**config.mk**
```make
export PLATFORM = sky130hd
export DESIGN_NAME = note_word_to_psg_settings_flat
export DESIGN_NICKNAME = d
export VERILOG_FILES = /design/src/sv/nwps_pkg.sv /design/src/sv/nwps_if.sv /design/src/sv/nwps_cfg.sv /design/src/sv/nwps_pitch.sv /design/src/sv/nwps_level.sv /design/src/sv/note_word_to_psg_settings.sv /design/src/flat_wrapper.sv
export SDC_FILE = /design/constraint.sdc
export NUM_CORES = 1
export LEC_CHECK = 0
export ABC_AREA = 1
export BUFFER_PORTS_ARGS = -buffer_cell sky130_fd_sc_hd__buf_4
export CORE_ASPECT_RATIO = 1.1
export CORE_MARGIN = 2
export CORE_UTILIZATION = 40
export DETAILED_ROUTE_END_ITERATION = 12
export MAX_ROUTING_LAYER = met4
export PLACE_DENSITY_LB_ADDON = 0.2
export SYNTH_ARGS = -nofsm -noshare
export SYNTH_HDL_FRONTEND = slang
export SYNTH_HIERARCHICAL = 1
export SYNTH_SLANG_ARGS = --single-unit
```
**constraint.sdc**
```tcl
create_clock -name clk -period 8.2 [get_ports clk]
set_input_delay 0.82 -clock clk [delete_from_list [all_inputs] [get_ports clk]]
set_output_delay 0.82 -clock clk [all_outputs]
set_load 0.05 [all_outputs]
```
**src/sv/nwps_pkg.sv**
```systemverilog
// nwps_pkg: shared types, register codes and lookup tables for the
// note word to psg settings block; no dependencies
package nwps_pkg;

  localparam int PADDR_W = 5;
  localparam int NOTE_LAST = 56;
  localparam int SEMI_MAX = 95;
  localparam logic [7:0] MIXER_RESET = 8'd63;

  localparam logic [2:0] REG_TRANSPOSE_A = 3'd0;
  localparam logic [2:0] REG_TRANSPOSE_B = 3'd1;
  localparam logic [2:0] REG_TRANSPOSE_C = 3'd2;
  localparam logic [2:0] REG_LEVEL_A     = 3'd3;
  localparam logic [2:0] REG_LEVEL_B     = 3'd4;
  localparam logic [2:0] REG_LEVEL_C     = 3'd5;

  localparam logic [1:0] CH_A = 2'd0;
  localparam logic [1:0] CH_B = 2'd1;
  localparam logic [1:0] CH_C = 2'd2;

  typedef struct packed {
    logic [2:0][7:0] transpose;
    logic [2:0][6:0] level;
  } cfg_t;

  localparam logic [11:0] PERIOD_TAB [0:96] = '{
    12'd15, 12'd16, 12'd17, 12'd18, 12'd19, 12'd20, 12'd21, 12'd22, 12'd24, 12'd25,
    12'd27, 12'd28, 12'd30, 12'd32, 12'd34, 12'd36, 12'd38, 12'd40, 12'd42, 12'd45,
    12'd47, 12'd50, 12'd53, 12'd56, 12'd60, 12'd63, 12'd67, 12'd71, 12'd75, 12'd80,
    12'd84, 12'd89, 12'd95, 12'd100, 12'd106, 12'd113, 12'd119, 12'd127, 12'd134,
    12'd142, 12'd150, 12'd159, 12'd169, 12'd179, 12'd190, 12'd201, 12'd213, 12'd226,
    12'd239, 12'd253, 12'd268, 12'd284, 12'd301, 12'd319, 12'd338, 12'd358, 12'd379,
    12'd402, 12'd426, 12'd451, 12'd478, 12'd506, 12'd536, 12'd568, 12'd602, 12'd638,
    12'd676, 12'd716, 12'd759, 12'd804, 12'd852, 12'd903, 12'd956, 12'd1013, 12'd1073,
    12'd1136, 12'd1204, 12'd1276, 12'd1351, 12'd1432, 12'd1517, 12'd1607, 12'd1703,
    12'd1804, 12'd1911, 12'd2025, 12'd2145, 12'd2273, 12'd2408, 12'd2553, 12'd2703,
    12'd2864, 12'd3034, 12'd3214, 12'd3405, 12'd3608, 12'd3823
  };

  localparam logic [6:0] SCALE_TAB [0:56] = '{
    7'd0, 7'd1, 7'd3, 7'd5, 7'd7, 7'd8, 7'd10, 7'd12, 7'd13, 7'd15, 7'd17, 7'd19,
    7'd20, 7'd22, 7'd24, 7'd25, 7'd27, 7'd29, 7'd31, 7'd32, 7'd34, 7'd36, 7'd37,
    7'd39, 7'd41, 7'd43, 7'd44, 7'd46, 7'd48, 7'd49, 7'd51, 7'd53, 7'd55, 7'd56,
    7'd58, 7'd60, 7'd61, 7'd63, 7'd65, 7'd67, 7'd68, 7'd70, 7'd72, 7'd73, 7'd75,
    7'd77, 7'd79, 7'd80, 7'd82, 7'd84, 7'd85, 7'd87, 7'd89, 7'd91, 7'd92, 7'd94,
    7'd96
  };

endpackage

```
**src/sv/nwps_if.sv**
```systemverilog
// nwps_if: handshake channels for note items in and settings items out
// no dependencies
interface nwps_note_if;
  logic        valid;
  logic        ready;
  logic [1:0]  channel;
  logic [15:0] note_word;

  modport source (output valid, channel, note_word, input ready);
  modport sink (input valid, channel, note_word, output ready);
endinterface

interface nwps_psg_if;
  logic        valid;
  logic        ready;
  logic        is_noise_cmd;
  logic [11:0] tone_period;
  logic [3:0]  volume;
  logic [7:0]  mixer;
  logic [7:0]  noise_period;

  modport source (output valid, is_noise_cmd, tone_period, volume, mixer, noise_period,
                  input ready);
  modport sink (input valid, is_noise_cmd, tone_period, volume, mixer, noise_period,
                output ready);
endinterface

```
**src/sv/nwps_cfg.sv**
```systemverilog
// nwps_cfg: apb register file for channel transpose and level percent
// depends on nwps_pkg
module nwps_cfg import nwps_pkg::*; (
  input  logic               clk,
  input  logic               rst,
  input  logic               psel,
  input  logic               penable,
  input  logic               pwrite,
  input  logic [PADDR_W-1:0] paddr,
  input  logic [31:0]        pwdata,
  output logic [31:0]        prdata,
  output logic               pready,
  output cfg_t               cfg
);

  logic [2:0] reg_idx;
  logic       wr_en;

  assign reg_idx = paddr[PADDR_W-1:2];
  assign wr_en   = psel && penable && pwrite;
  assign pready  = 1'b1;

  always_ff @(posedge clk) begin
    if (rst) begin
      cfg.transpose <= '0;
      cfg.level     <= {3{7'd100}};
    end else if (wr_en) begin
      unique case (reg_idx)
        REG_TRANSPOSE_A: cfg.transpose[CH_A] <= pwdata[7:0];
        REG_TRANSPOSE_B: cfg.transpose[CH_B] <= pwdata[7:0];
        REG_TRANSPOSE_C: cfg.transpose[CH_C] <= pwdata[7:0];
        REG_LEVEL_A:     cfg.level[CH_A]     <= pwdata[6:0];
        REG_LEVEL_B:     cfg.level[CH_B]     <= pwdata[6:0];
        REG_LEVEL_C:     cfg.level[CH_C]     <= pwdata[6:0];
        default: ;
      endcase
    end
  end

  always_comb begin
    unique case (reg_idx)
      REG_TRANSPOSE_A: prdata = {24'd0, cfg.transpose[CH_A]};
      REG_TRANSPOSE_B: prdata = {24'd0, cfg.transpose[CH_B]};
      REG_TRANSPOSE_C: prdata = {24'd0, cfg.transpose[CH_C]};
      REG_LEVEL_A:     prdata = {25'd0, cfg.level[CH_A]};
      REG_LEVEL_B:     prdata = {25'd0, cfg.level[CH_B]};
      REG_LEVEL_C:     prdata = {25'd0, cfg.level[CH_C]};
      default:         prdata = '0;
    endcase
  end

endmodule

```
**src/sv/nwps_pitch.sv**
```systemverilog
// nwps_pitch: note to semitone mapping and quarter-step period interpolation
// depends on nwps_pkg
module nwps_pitch import nwps_pkg::*; (
  input  logic [15:0] note_word,
  input  logic [7:0]  transpose,
  output logic [11:0] tone_period
);

  logic [5:0]        note;
  logic signed [9:0] semi_raw;
  logic [6:0]        semi;
  logic [6:0]        semi_up;
  logic [1:0]        frac;
  logic [13:0]       mix_sum;

  always_comb begin
    note = (note_word[7:2] > 6'(NOTE_LAST)) ? 6'(NOTE_LAST) : note_word[7:2];
    semi_raw = signed'({3'd0, SCALE_TAB[note]})
             - signed'({9'd0, note_word[14]})
             + signed'({9'd0, note_word[15]})
             - 10'(signed'(transpose));
    if (semi_raw < 0)
      semi = '0;
    else if (semi_raw > 10'(SEMI_MAX))
      semi = 7'(SEMI_MAX);
    else
      semi = semi_raw[6:0];
    semi_up = semi + 7'd1;
    frac    = note_word[1:0];
    mix_sum = 14'(PERIOD_TAB[semi] * (3'd4 - {1'b0, frac}))
            + 14'(PERIOD_TAB[semi_up] * frac);
    tone_period = mix_sum[13:2];
  end

endmodule

```
**src/sv/nwps_level.sv**
```systemverilog
// nwps_level: volume scaled by level percent, divided by one hundred
// and saturated at fifteen; depends on nwps_pkg
module nwps_level import nwps_pkg::*; (
  input  logic [3:0] vol_in,
  input  logic [6:0] level,
  output logic [3:0] volume
);

  logic [10:0] product;
  logic [14:0] above;

  // quotient by hundred as a count of thresholds passed
  always_comb begin
    product = 11'(vol_in * level);
    for (int k = 0; k < 15; k++) begin
      above[k] = product >= 11'(100 * (k + 1));
    end
    volume = 4'($countones(above));
  end

endmodule

```
**src/sv/note_word_to_psg_settings.sv**
```systemverilog
// note_word_to_psg_settings: top level, input register, settings register,
// mixer state; depends on nwps_pkg, nwps_if, nwps_cfg, nwps_pitch, nwps_level
//
//   port         dir   handshake          payload
//   note_in      in    valid/ready        channel, note_word
//   settings_out out   valid/ready        is_noise_cmd, tone_period, volume,
//                                         mixer, noise_period
//   apb          in    psel/penable       paddr, pwdata -> prdata
//
// items pass the input register, then the result register; one item per cycle
// sustained while results are taken; pitch and level logic sits between them
// the mixer byte updates as a tone item moves into the result register
// reset clears both valid flags and sets the mixer byte to its reset value
// a stalled result holds and the input register waits behind it
module note_word_to_psg_settings import nwps_pkg::*; (
  input  logic               clk,
  input  logic               rst,
  nwps_note_if.sink          note_in,
  nwps_psg_if.source         settings_out,
  input  logic               psel,
  input  logic               penable,
  input  logic               pwrite,
  input  logic [PADDR_W-1:0] paddr,
  input  logic [31:0]        pwdata,
  output logic [31:0]        prdata,
  output logic               pready
);

  cfg_t        cfg;
  logic        s1_valid;
  logic [1:0]  s1_channel;
  logic [15:0] s1_word;
  logic        advance;
  logic        load;
  logic [1:0]  ch;
  logic        noise_cmd;
  logic [7:0]  mixer_byte;
  logic [7:0]  mixer_byte_next;
  logic [2:0]  ch_bit;
  logic [11:0] period;
  logic [3:0]  vol;
  logic        out_valid;

  nwps_cfg u_cfg (
    .clk     (clk),
    .rst     (rst),
    .psel    (psel),
    .penable (penable),
    .pwrite  (pwrite),
    .paddr   (paddr),
    .pwdata  (pwdata),
    .prdata  (prdata),
    .pready  (pready),
    .cfg     (cfg)
  );

  assign advance       = !out_valid || settings_out.ready;
  assign load          = s1_valid && advance;
  assign note_in.ready = !s1_valid || advance;

  always_ff @(posedge clk) begin
    if (rst) begin
      s1_valid <= 1'b0;
    end else if (note_in.ready) begin
      s1_valid <= note_in.valid;
    end
  end

  always_ff @(posedge clk) begin
    if (note_in.valid && note_in.ready) begin
      s1_channel <= note_in.channel;
      s1_word    <= note_in.note_word;
    end
  end

  // channel three behaves as channel two
  assign ch        = (s1_channel == 2'd3) ? CH_C : s1_channel;
  assign noise_cmd = s1_word[15] && s1_word[14];
  assign ch_bit    = 3'(1 << ch);

  always_comb begin
    mixer_byte_next = mixer_byte;
    if (s1_word[12]) begin
      mixer_byte_next[2:0] = mixer_byte[2:0] & ~ch_bit;
    end else begin
      mixer_byte_next[2:0] = mixer_byte[2:0] | ch_bit;
    end
    if (s1_word[13]) begin
      mixer_byte_next[5:3] = mixer_byte[5:3] & ~ch_bit;
    end else begin
      mixer_byte_next[5:3] = mixer_byte[5:3] | ch_bit;
    end
  end

  nwps_pitch u_pitch (
    .note_word   (s1_word),
    .transpose   (cfg.transpose[ch]),
    .tone_period (period)
  );

  nwps_level u_level (
    .vol_in (s1_word[11:8]),
    .level  (cfg.level[ch]),
    .volume (vol)
  );

  always_ff @(posedge clk) begin
    if (rst) begin
      mixer_byte <= MIXER_RESET;
    end else if (load && !noise_cmd) begin
      mixer_byte <= mixer_byte_next;
    end
  end

  always_ff @(posedge clk) begin
    if (rst) begin
      out_valid <= 1'b0;
    end else if (advance) begin
      out_valid <= s1_valid;
    end
  end

  always_ff @(posedge clk) begin
    if (load) begin
      settings_out.is_noise_cmd <= noise_cmd;
      settings_out.tone_period  <= noise_cmd ? 12'd0 : period;
      settings_out.volume       <= noise_cmd ? 4'd0 : vol;
      settings_out.mixer        <= noise_cmd ? mixer_byte : mixer_byte_next;
      settings_out.noise_period <= noise_cmd ? s1_word[7:0] : 8'd0;
    end
  end

  assign settings_out.valid = out_valid;

`ifndef NO_ASSERTIONS
  a_mixer_upper_clear: assert property (@(posedge clk) disable iff (rst)
    settings_out.valid |-> settings_out.mixer[7:6] == 2'b00)
    else $error("mixer bits above the noise enables are set");

  a_noise_fields: assert property (@(posedge clk) disable iff (rst)
    (settings_out.valid && settings_out.is_noise_cmd) |->
      (settings_out.tone_period == 12'd0 && settings_out.volume == 4'd0))
    else $error("noise item carries tone settings");

  a_tone_fields: assert property (@(posedge clk) disable iff (rst)
    (settings_out.valid && !settings_out.is_noise_cmd) |->
      settings_out.noise_period == 8'd0)
    else $error("tone item carries a noise period");

  a_mixer_hold: assert property (@(posedge clk) disable iff (rst)
    (!$past(rst) && !$past(load)) |-> $stable(mixer_byte))
    else $error("mixer byte changed without an item");

  a_mixer_match: assert property (@(posedge clk) disable iff (rst)
    $past(load) && !$past(rst) |-> settings_out.mixer == mixer_byte)
    else $error("result mixer differs from kept mixer byte");
`endif

endmodule

```
**src/flat_wrapper.sv**
```systemverilog
// flat-port wrapper written by rule: the top's interface ports become plain ports
module note_word_to_psg_settings_flat import nwps_pkg::*;
  (clk, rst, psel, penable, pwrite, paddr, pwdata, prdata, pready, note_in_valid, note_in_channel, note_in_note_word, note_in_ready, settings_out_valid, settings_out_is_noise_cmd, settings_out_tone_period, settings_out_volume, settings_out_mixer, settings_out_noise_period, settings_out_ready);
  nwps_note_if note_in_i ();
  nwps_psg_if settings_out_i ();
  input  logic clk;
  input  logic rst;
  input  logic psel;
  input  logic penable;
  input  logic pwrite;
  input  logic [PADDR_W-1:0] paddr;
  input  logic [31:0] pwdata;
  output logic [31:0] prdata;
  output logic pready;
  input wire logic [$bits(note_in_i.valid)-1:0] note_in_valid;
  input wire logic [$bits(note_in_i.channel)-1:0] note_in_channel;
  input wire logic [$bits(note_in_i.note_word)-1:0] note_in_note_word;
  output wire logic [$bits(note_in_i.ready)-1:0] note_in_ready;
  output wire logic [$bits(settings_out_i.valid)-1:0] settings_out_valid;
  output wire logic [$bits(settings_out_i.is_noise_cmd)-1:0] settings_out_is_noise_cmd;
  output wire logic [$bits(settings_out_i.tone_period)-1:0] settings_out_tone_period;
  output wire logic [$bits(settings_out_i.volume)-1:0] settings_out_volume;
  output wire logic [$bits(settings_out_i.mixer)-1:0] settings_out_mixer;
  output wire logic [$bits(settings_out_i.noise_period)-1:0] settings_out_noise_period;
  input wire logic [$bits(settings_out_i.ready)-1:0] settings_out_ready;
  assign note_in_i.valid = note_in_valid;
  assign note_in_i.channel = note_in_channel;
  assign note_in_i.note_word = note_in_note_word;
  assign note_in_ready = note_in_i.ready;
  assign settings_out_valid = settings_out_i.valid;
  assign settings_out_is_noise_cmd = settings_out_i.is_noise_cmd;
  assign settings_out_tone_period = settings_out_i.tone_period;
  assign settings_out_volume = settings_out_i.volume;
  assign settings_out_mixer = settings_out_i.mixer;
  assign settings_out_noise_period = settings_out_i.noise_period;
  assign settings_out_i.ready = settings_out_ready;
  note_word_to_psg_settings u_core (.clk(clk), .rst(rst), .note_in(note_in_i), .settings_out(settings_out_i), .psel(psel), .penable(penable), .pwrite(pwrite), .paddr(paddr), .pwdata(pwdata), .prdata(prdata), .pready(pready));
endmodule
```
==> flow_metrics.py, run 1 <==
metrics = {
    "sta": {
        "fin_crit_ps": 8648,
        "maxSlewHeadroom_pct": 38.12,
        "finalHoldViolCount": 0,
        "setup_viol": 7,
        "max_slew.worst_pin.slew_ps": 927.2,
        "fin_worst_skew_ps": 15.38,
        "finalWorstSetupSlack_ps": -448.3,
        "final_number_of_max_transition_violations": 0,
        "achievable-frequency_ghz": 0.1156,
        "period_share_pct": 105.5,
        "setup_repair_after_global_routing_missed_its_margin": "yes",
        "final.hold.worst_slack_ps": 500.1,
    },
    "finish": {
        "diodes": 0,
        "post_route_cells_drive_above_1_share_pct": 33.53,
        "layout.cells.most_common": "sky130_fd_sc_hd__nand2_1",
        "finish.net_count": 2459,
        "ff_latch_area_mm2": 0.002532,
        "mostFrequentLayoutCells": "475 x sky130_fd_sc_hd__nand2_1, 357 x sky130_fd_sc_hd__buf_4, 219 x sky130_fd_sc_hd__inv_1",
        "final_design_area_no_fill_mm2": 0.01752,
        "nFillCells": 3034,
        "area_growth_pct": 37.60,
        "final_cells": 2675,
        "multiInputGateArea_mm2": 0.009881,
    },
    "floorplanning": {
        "core_region_area_mm2": 0.03140,
        "num_io_pins": 130,
        "number_of_standard_cell_rows_in_the_floorplan": 68,
        "initial_utilization_pct": 40.56,
        "dieArea_mm2": 0.03328,
        "chipWidth_um": 174.1,
        "die_y_um": 191.1,
    },
    "route": {
        "routed_length_per_placed_instance_um": 15.07,
        "via_count": 13320,
        "drcViolationCount": 0,
        "via_per_inst": 4.978,
        "total_wire_length_um": 40300,
        "first_drt_iteration_drcs": 742,
        "firstDrtPassIters": 7,
        "antenna_left": 0,
    },
    "critical_path": {
        "criticalPathCategory": "reg -> reg",
        "type_of_element_capturing_the_critical_path": "flip-flop",
        "cpLargestDelayFamily": "adder cells",
        "worst-endpoint-required_ps": 8320,
        "worstPathArrival_ps": 8760,
        "cpMaxStageDelayCell": "sky130_fd_sc_hd__fa_1",
        "setup.worst_path.start_class": "flip-flop",
        "path_max_fanout": 6,
        "crit_path_max_incr_delay_ps": 520,
        "cp_num_buf_inv": 12,
    },
    "grt": {
        "grt_pass1_vias": 12720,
        "globalRouteTotalUtil_pct": 24.23,
        "grt_pass1_wl_um": 63280,
        "grt_antenna_before_repair": 0,
        "global_route_overflow": 0,
        "grt_start_max_net_pins": 46,
    },
    "placement": {
        "post-dp-hpwl_um": 31080,
        "numPlacedInstances": 2612,
        "placed_area_mm2": 0.01585,
        "io_buffer_count": 76,
        "gpl.final_weighted_congestion": 0.9570,
    },
    "cts": {
        "tritoncts": "built",
        "cts.root.buffer_cell": "sky130_fd_sc_hd__clkbuf_16",
        "ctsHoldBuffers": 0,
        "clock_tree.buffer_depth": 2,
        "worst_skew_pair.late_latency_ps": 370,
        "number_of_buffers_created_by_cts": 9,
        "cts.sinks": 102,
        "clkSlewWorstSetupHoldPaths_ps": 90,
        "htree_levels": 3,
    },
    "hold_path": {
        "timing.hold.worst.class": "reg -> reg",
    },
    "synthesis": {
        "post_synth_instance_area_mm2": 0.01273,
        "yosys_warn_count": 6,
        "synth_seq_cells": 102,
        "synth.distinct_cells": 59,
        "synthesis.instances": 1916,
        "post_synth.cell_area_avg_um2": 6.647,
        "yosysSeqAreaShare_pct": 19.89,
        "synth_ff_type": "sky130_fd_sc_hd__dfxtp_1",
        "ys_async_sr_fraction_pct": 0,
        "number_of_enable_type_register_cells_in_the_synthesized_netlist": 49,
    },
    "run_status": {
        "violations": "setup timing",
        "run_status": "complete, but fails checks",
    },
    "flow_run": {
        "maxCapViolCount": 0,
    },
}
-- state kept, by name, indices dropped and copies added (netlist names) --
signal / flops
u_core/s1_channel: 2
u_core/mixer_byte: 6
u_core/settings_out.volume: 4
u_core/settings_out.tone_period: 12
u_core/settings_out.is_noise_cmd: 1
u_core/settings_out.mixer: 6
u_core/s1_word: 16
u_core/settings_out.noise_period: 8
u_core/settings_out.valid: 1
u_core/u_cfg/cfg: 45
u_core/s1_valid: 1
-- through the flow --
step / TNS [ps] / worst slack [ps] / util, %
6_report: -1768 / -448.3 / 55.81
3_3_place_gp: -3523 / -737.4 / 50.50
4_1_cts: -2050 / -437.8 / 52.74
5_1_grt: -5963 / -918.2 / 55.81
3_5_place_dp: -4215 / -775.5 / 50.50
2_1_floorplan: -114.3 / -111.0 / -
-- final timing paths --
kind | slack (ps) | startpoint | depth (start not counted) | to
min | 500 | u_core/mixer_byte[5]$_SDFFE_PP1P_ | 2 | u_core/mixer_byte[5]$_SDFFE_PP1P_
min reg2reg | 500 | u_core/mixer_byte[5]$_SDFFE_PP1P_ | 2 | u_core/mixer_byte[5]$_SDFFE_PP1P_
max reg2reg | -450 | u_core/s1_word[3]$_DFFE_PP_ | 61 | u_core/settings_out.tone_period[10]$_SDFFCE_PP0P_
max | -450 | u_core/s1_word[3]$_DFFE_PP_ | 61 | u_core/settings_out.tone_period[10]$_SDFFCE_PP0P_
-- what timing repair did --
item	4_1_cts	5_1_grt
pin swaps	30	91
setup endpoints to repair	10	13
setup buffers	15	34
gates resized for setup	64	172
gates cloned	0	3
-- kinds of logic (layout without fill, tap and decap cells) --
| family | count (synthesis) | after routing | synth area share (%) |
|---|---|---|---|
| other | 3 | 27 | 0.08842 |
| adder cells (fa/ha/maj) | 147 | 147 | 17.63 |
| AND/OR/NAND/NOR | 1103 | 1104 | 39.88 |
| buffers and inverters | 360 | 674 | 12.72 |
| AO/OA/AOI/OAI | 178 | 178 | 8.214 |
| XOR/XNOR | 23 | 23 | 1.582 |
| flip-flops | 102 | 102 | 19.89 |
-- tightest hold or removal path: cells and delay by family (launching register included) --
| kind | cells | cell delay (ps) |
|---|---|---|
| DFF | 1 | 330 |
| and+or+nand+nor | 2 | 130 |
-- routing by layer --
metal	up-vias	wire [µm]	GRT usage, %
met5	-	0	-
met1	6217	17900	30.16
li1	6739	-	-
met2	313	20100	42.84
met3	46	1520	2.168
met4	0	781	5.268
-- cell usage after synthesis, types with 5 or more instances --
| library cell | count | area (µm²) |
|---|---|---|
| sky130_fd_sc_hd__a21oi_1 | 59 | 295.3 |
| sky130_fd_sc_hd__a211oi_1 | 5 | 37.54 |
| sky130_fd_sc_hd__xor2_1 | 11 | 96.34 |
| sky130_fd_sc_hd__edfxtp_1 | 49 | 1471 |
| sky130_fd_sc_hd__nor2_4 | 5 | 56.30 |
| sky130_fd_sc_hd__nor2_2 | 17 | 106.4 |
| sky130_fd_sc_hd__nor2_1 | 213 | 799.5 |
| sky130_fd_sc_hd__nand3_2 | 30 | 300.3 |
| sky130_fd_sc_hd__fa_1 | 54 | 1081 |
| sky130_fd_sc_hd__nand2_2 | 37 | 231.5 |
| sky130_fd_sc_hd__nand4_1 | 24 | 150.1 |
| sky130_fd_sc_hd__buf_2 | 21 | 105.1 |
| sky130_fd_sc_hd__xnor2_1 | 12 | 105.1 |
| sky130_fd_sc_hd__inv_2 | 17 | 63.81 |
| sky130_fd_sc_hd__dfxtp_1 | 53 | 1061 |
| sky130_fd_sc_hd__nand2_1 | 528 | 1982 |
| sky130_fd_sc_hd__nand2_4 | 9 | 101.4 |
| sky130_fd_sc_hd__buf_4 | 39 | 292.8 |
| sky130_fd_sc_hd__clkbuf_1 | 16 | 60.06 |
| sky130_fd_sc_hd__o21ai_1 | 18 | 90.09 |
| sky130_fd_sc_hd__a21oi_2 | 5 | 43.79 |
| sky130_fd_sc_hd__inv_1 | 246 | 923.4 |
| sky130_fd_sc_hd__o211ai_1 | 15 | 112.6 |
| sky130_fd_sc_hd__o21ai_0 | 53 | 265.3 |
| sky130_fd_sc_hd__ha_1 | 93 | 1164 |
| sky130_fd_sc_hd__nand3_1 | 219 | 1096 |
| sky130_fd_sc_hd__buf_6 | 10 | 112.6 |
-- layout make-up --
type                            count  share of cell area [%]
Sequential cell                   102                   14.45
Timing Repair Buffer              389                   18.21
Clock inverter                      7                  0.5498
Tap cell                          420                   2.999
Clock buffer                        9                   1.285
Inverter                          269                   6.119
Multi-Input combinational cell   1479                   56.39
Power of run 1 is left out: the tool's default activity adds up to more than one toggle a clock period on the data nets, which glitch-free logic cannot reach.
==> run 2: changes to the inputs <==
- RECOVER_POWER: unset -> 100
==> run 2 against run 1 <==
Against the previous run:
- design area fell by 1.2%
- the run ends with capacitance limit, slew limit, setup timing left
- non-clock buffer count unchanged
- fmax about the same
==> flow_metrics.py, run 2 (synthesis results as in run 1) <==
metrics = {
    "floorplanning": {
        "dieArea_mm2": 0.03328,
        "number_of_standard_cell_rows_in_the_floorplan": 68,
        "num_io_pins": 130,
        "initial_utilization_pct": 40.56,
        "die_y_um": 191.1,
        "core_region_area_mm2": 0.03140,
        "chipWidth_um": 174.1,
    },
    "route": {
        "first_drt_iteration_drcs": 702,
        "via_count": 13330,
        "antenna_left": 0,
        "firstDrtPassIters": 5,
        "routed_length_per_placed_instance_um": 15.08,
        "via_per_inst": 4.982,
        "total_wire_length_um": 40350,
        "drcViolationCount": 0,
    },
    "critical_path": {
        "rrSetupSlack_ps": -450,
        "worst-endpoint-required_ps": 8310,
        "worstRegToRegCells": 59,
        "worstPathArrival_ps": 8760,
        "crit_path_max_incr_delay_ps": 520,
        "cpMaxStageDelayCell": "sky130_fd_sc_hd__fa_1",
        "crit-reg2reg-capture": "u_core/settings_out.tone_period[10]$_SDFFCE_PP0P_",
        "path_max_fanout": 6,
        "setup.worst_path.start_class": "flip-flop",
        "worstReg2RegStart": "u_core/s1_word[6]$_DFFE_PP_",
        "criticalPathCategory": "reg -> reg",
        "type_of_element_capturing_the_critical_path": "flip-flop",
    },
    "grt": {
        "grt_pass1_vias": 12720,
        "globalRouteTotalUtil_pct": 24.23,
        "grt_pass1_wl_um": 63280,
        "global_route_overflow": 0,
        "grt_antenna_before_repair": 0,
        "grt_start_max_net_pins": 46,
    },
    "finish": {
        "reg_top3": "u_core/u_cfg/cfg x45, u_core/s1_word x16, u_core/settings_out.tone_period x12",
        "multiInputGateArea_mm2": 0.009844,
        "registers.top_by_ff_count": "u_core/u_cfg/cfg",
        "mostFrequentLayoutCells": "475 x sky130_fd_sc_hd__nand2_1, 294 x sky130_fd_sc_hd__buf_4, 221 x sky130_fd_sc_hd__inv_1",
        "final_design_area_no_fill_mm2": 0.01731,
        "ff_latch_area_mm2": 0.002532,
        "nFillCells": 3091,
        "finish.net_count": 2459,
        "final_cells": 2676,
        "post_route_cells_drive_above_1_share_pct": 30.91,
        "layout.cells.most_common": "sky130_fd_sc_hd__nand2_1",
        "area_growth_pct": 35.89,
        "largest_reg_flops": 45,
    },
    "placement": {
        "post-dp-hpwl_um": 31080,
        "io_buffer_count": 76,
        "gpl.final_weighted_congestion": 0.9570,
        "placed_area_mm2": 0.01585,
        "numPlacedInstances": 2612,
    },
    "hold_path": {
        "hold_path.startpoint": "u_core/mixer_byte[5]$_SDFFE_PP1P_",
        "timing.hold.worst.class": "reg -> reg",
        "hold_end": "u_core/mixer_byte[5]$_SDFFE_PP1P_",
        "number_of_instances_on_the_worst_hold_path": 2,
    },
    "sta": {
        "achievable-frequency_ghz": 0.1156,
        "setup_repair_after_global_routing_missed_its_margin": "yes",
        "final_number_of_max_transition_violations": 31,
        "finalWorstSetupSlack_ps": -447.1,
        "max_slew.worst_pin.slew_ps": 1748,
        "final.hold.worst_slack_ps": 500.0,
        "tns_ps": -1793,
        "period_share_pct": 105.5,
        "finalHoldViolCount": 0,
        "setup_viol": 7,
        "fin_worst_skew_ps": 16.22,
        "maxSlewHeadroom_pct": -16.53,
        "fin_crit_ps": 8647,
    },
    "cts": {
        "cts.root.buffer_cell": "sky130_fd_sc_hd__clkbuf_16",
        "ctsHoldBuffers": 0,
        "number_of_buffers_created_by_cts": 9,
        "clkSlewWorstSetupHoldPaths_ps": 90,
        "tritoncts": "built",
        "worst_skew_pair.late_latency_ps": 370,
        "clock_tree.buffer_depth": 2,
        "htree_levels": 3,
        "cts.sinks": 102,
    },
    "flow_run": {
        "maxCapViolCount": 1,
    },
    "run_status": {
        "violations": "capacitance limit, slew limit, setup timing",
        "run_status": "complete, but fails checks",
    },
}
run 2: cell types whose count changed in the layout (fill, tap and decap cells not counted), sizes merged:
cell    delta
buf       -63
clkbuf    +63
diode      +1
run 2: final cells by class:
type | instances | share of cell area (%)
multi-input combinational | 1479 | 56.89
timing repair buffer | 389 | 17.37
sequential | 102 | 14.63
inverter | 269 | 6.196
tap | 420 | 3.037
clock buffer | 9 | 1.301
clock inverter | 7 | 0.5567
antenna | 1 | 0.01446
run 2: repair_timing:
| item | CTS | global route |
|---|---|---|
| resized for setup | 64 | 172 |
| setup buffers | 15 | 34 |
| endpoints found under the setup margin | 10 | 13 |
| pin swaps | 30 | 91 |
| gates cloned | 0 | 3 |
run 2: through the flow:
stage,setup WS (ps),util [%]
floorplan,-111.0,-
detailed placement,-775.5,50.50
finish,-447.1,55.12
global route,-918.2,55.11
CTS,-437.8,52.74
global placement,-737.4,50.50
run 2: worst max path at each step:
stage	startpoint	endpoint	slack, ps	cells after the start
3_3_place_gp	u_core/s1_word[4]$_DFFE_PP_	u_core/settings_out.tone_period[10]$_SDFFCE_PP0P_	-740	60
6_report	u_core/s1_word[6]$_DFFE_PP_	u_core/settings_out.tone_period[10]$_SDFFCE_PP0P_	-450	59
2_1_floorplan	u_core/s1_word[5]$_DFFE_PP_	u_core/settings_out.tone_period[10]$_SDFFCE_PP0P_	-110	61
4_1_cts	u_core/s1_word[3]$_DFFE_PP_	u_core/settings_out.tone_period[9]$_SDFFCE_PP0P_	-440	61
3_5_place_dp	u_core/s1_word[5]$_DFFE_PP_	u_core/settings_out.tone_period[10]$_SDFFCE_PP0P_	-780	58
5_1_grt	u_core/s1_word[5]$_DFFE_PP_	u_core/settings_out.tone_period[9]$_SDFFCE_PP0P_	-920	61
run 2: critical path: cells and delay by family (launching register included):
family          cells  cell delay (ps)
fa+ha+maj          11             3100
compound gates      8             1090
buf+inv            12             1030
xor+xnor            2              270
simple gates       26             2450
flops               1              410
run 2: per-layer routing:
layer	wire, µm	global-route usage, %	vias up
li1	-	-	6739
met1	17790	30.16	6219
met2	20170	42.84	328
met3	1638	2.168	45
met4	759	5.268	0
met5	0	-	-
Power of run 2 is left out for the same reason.
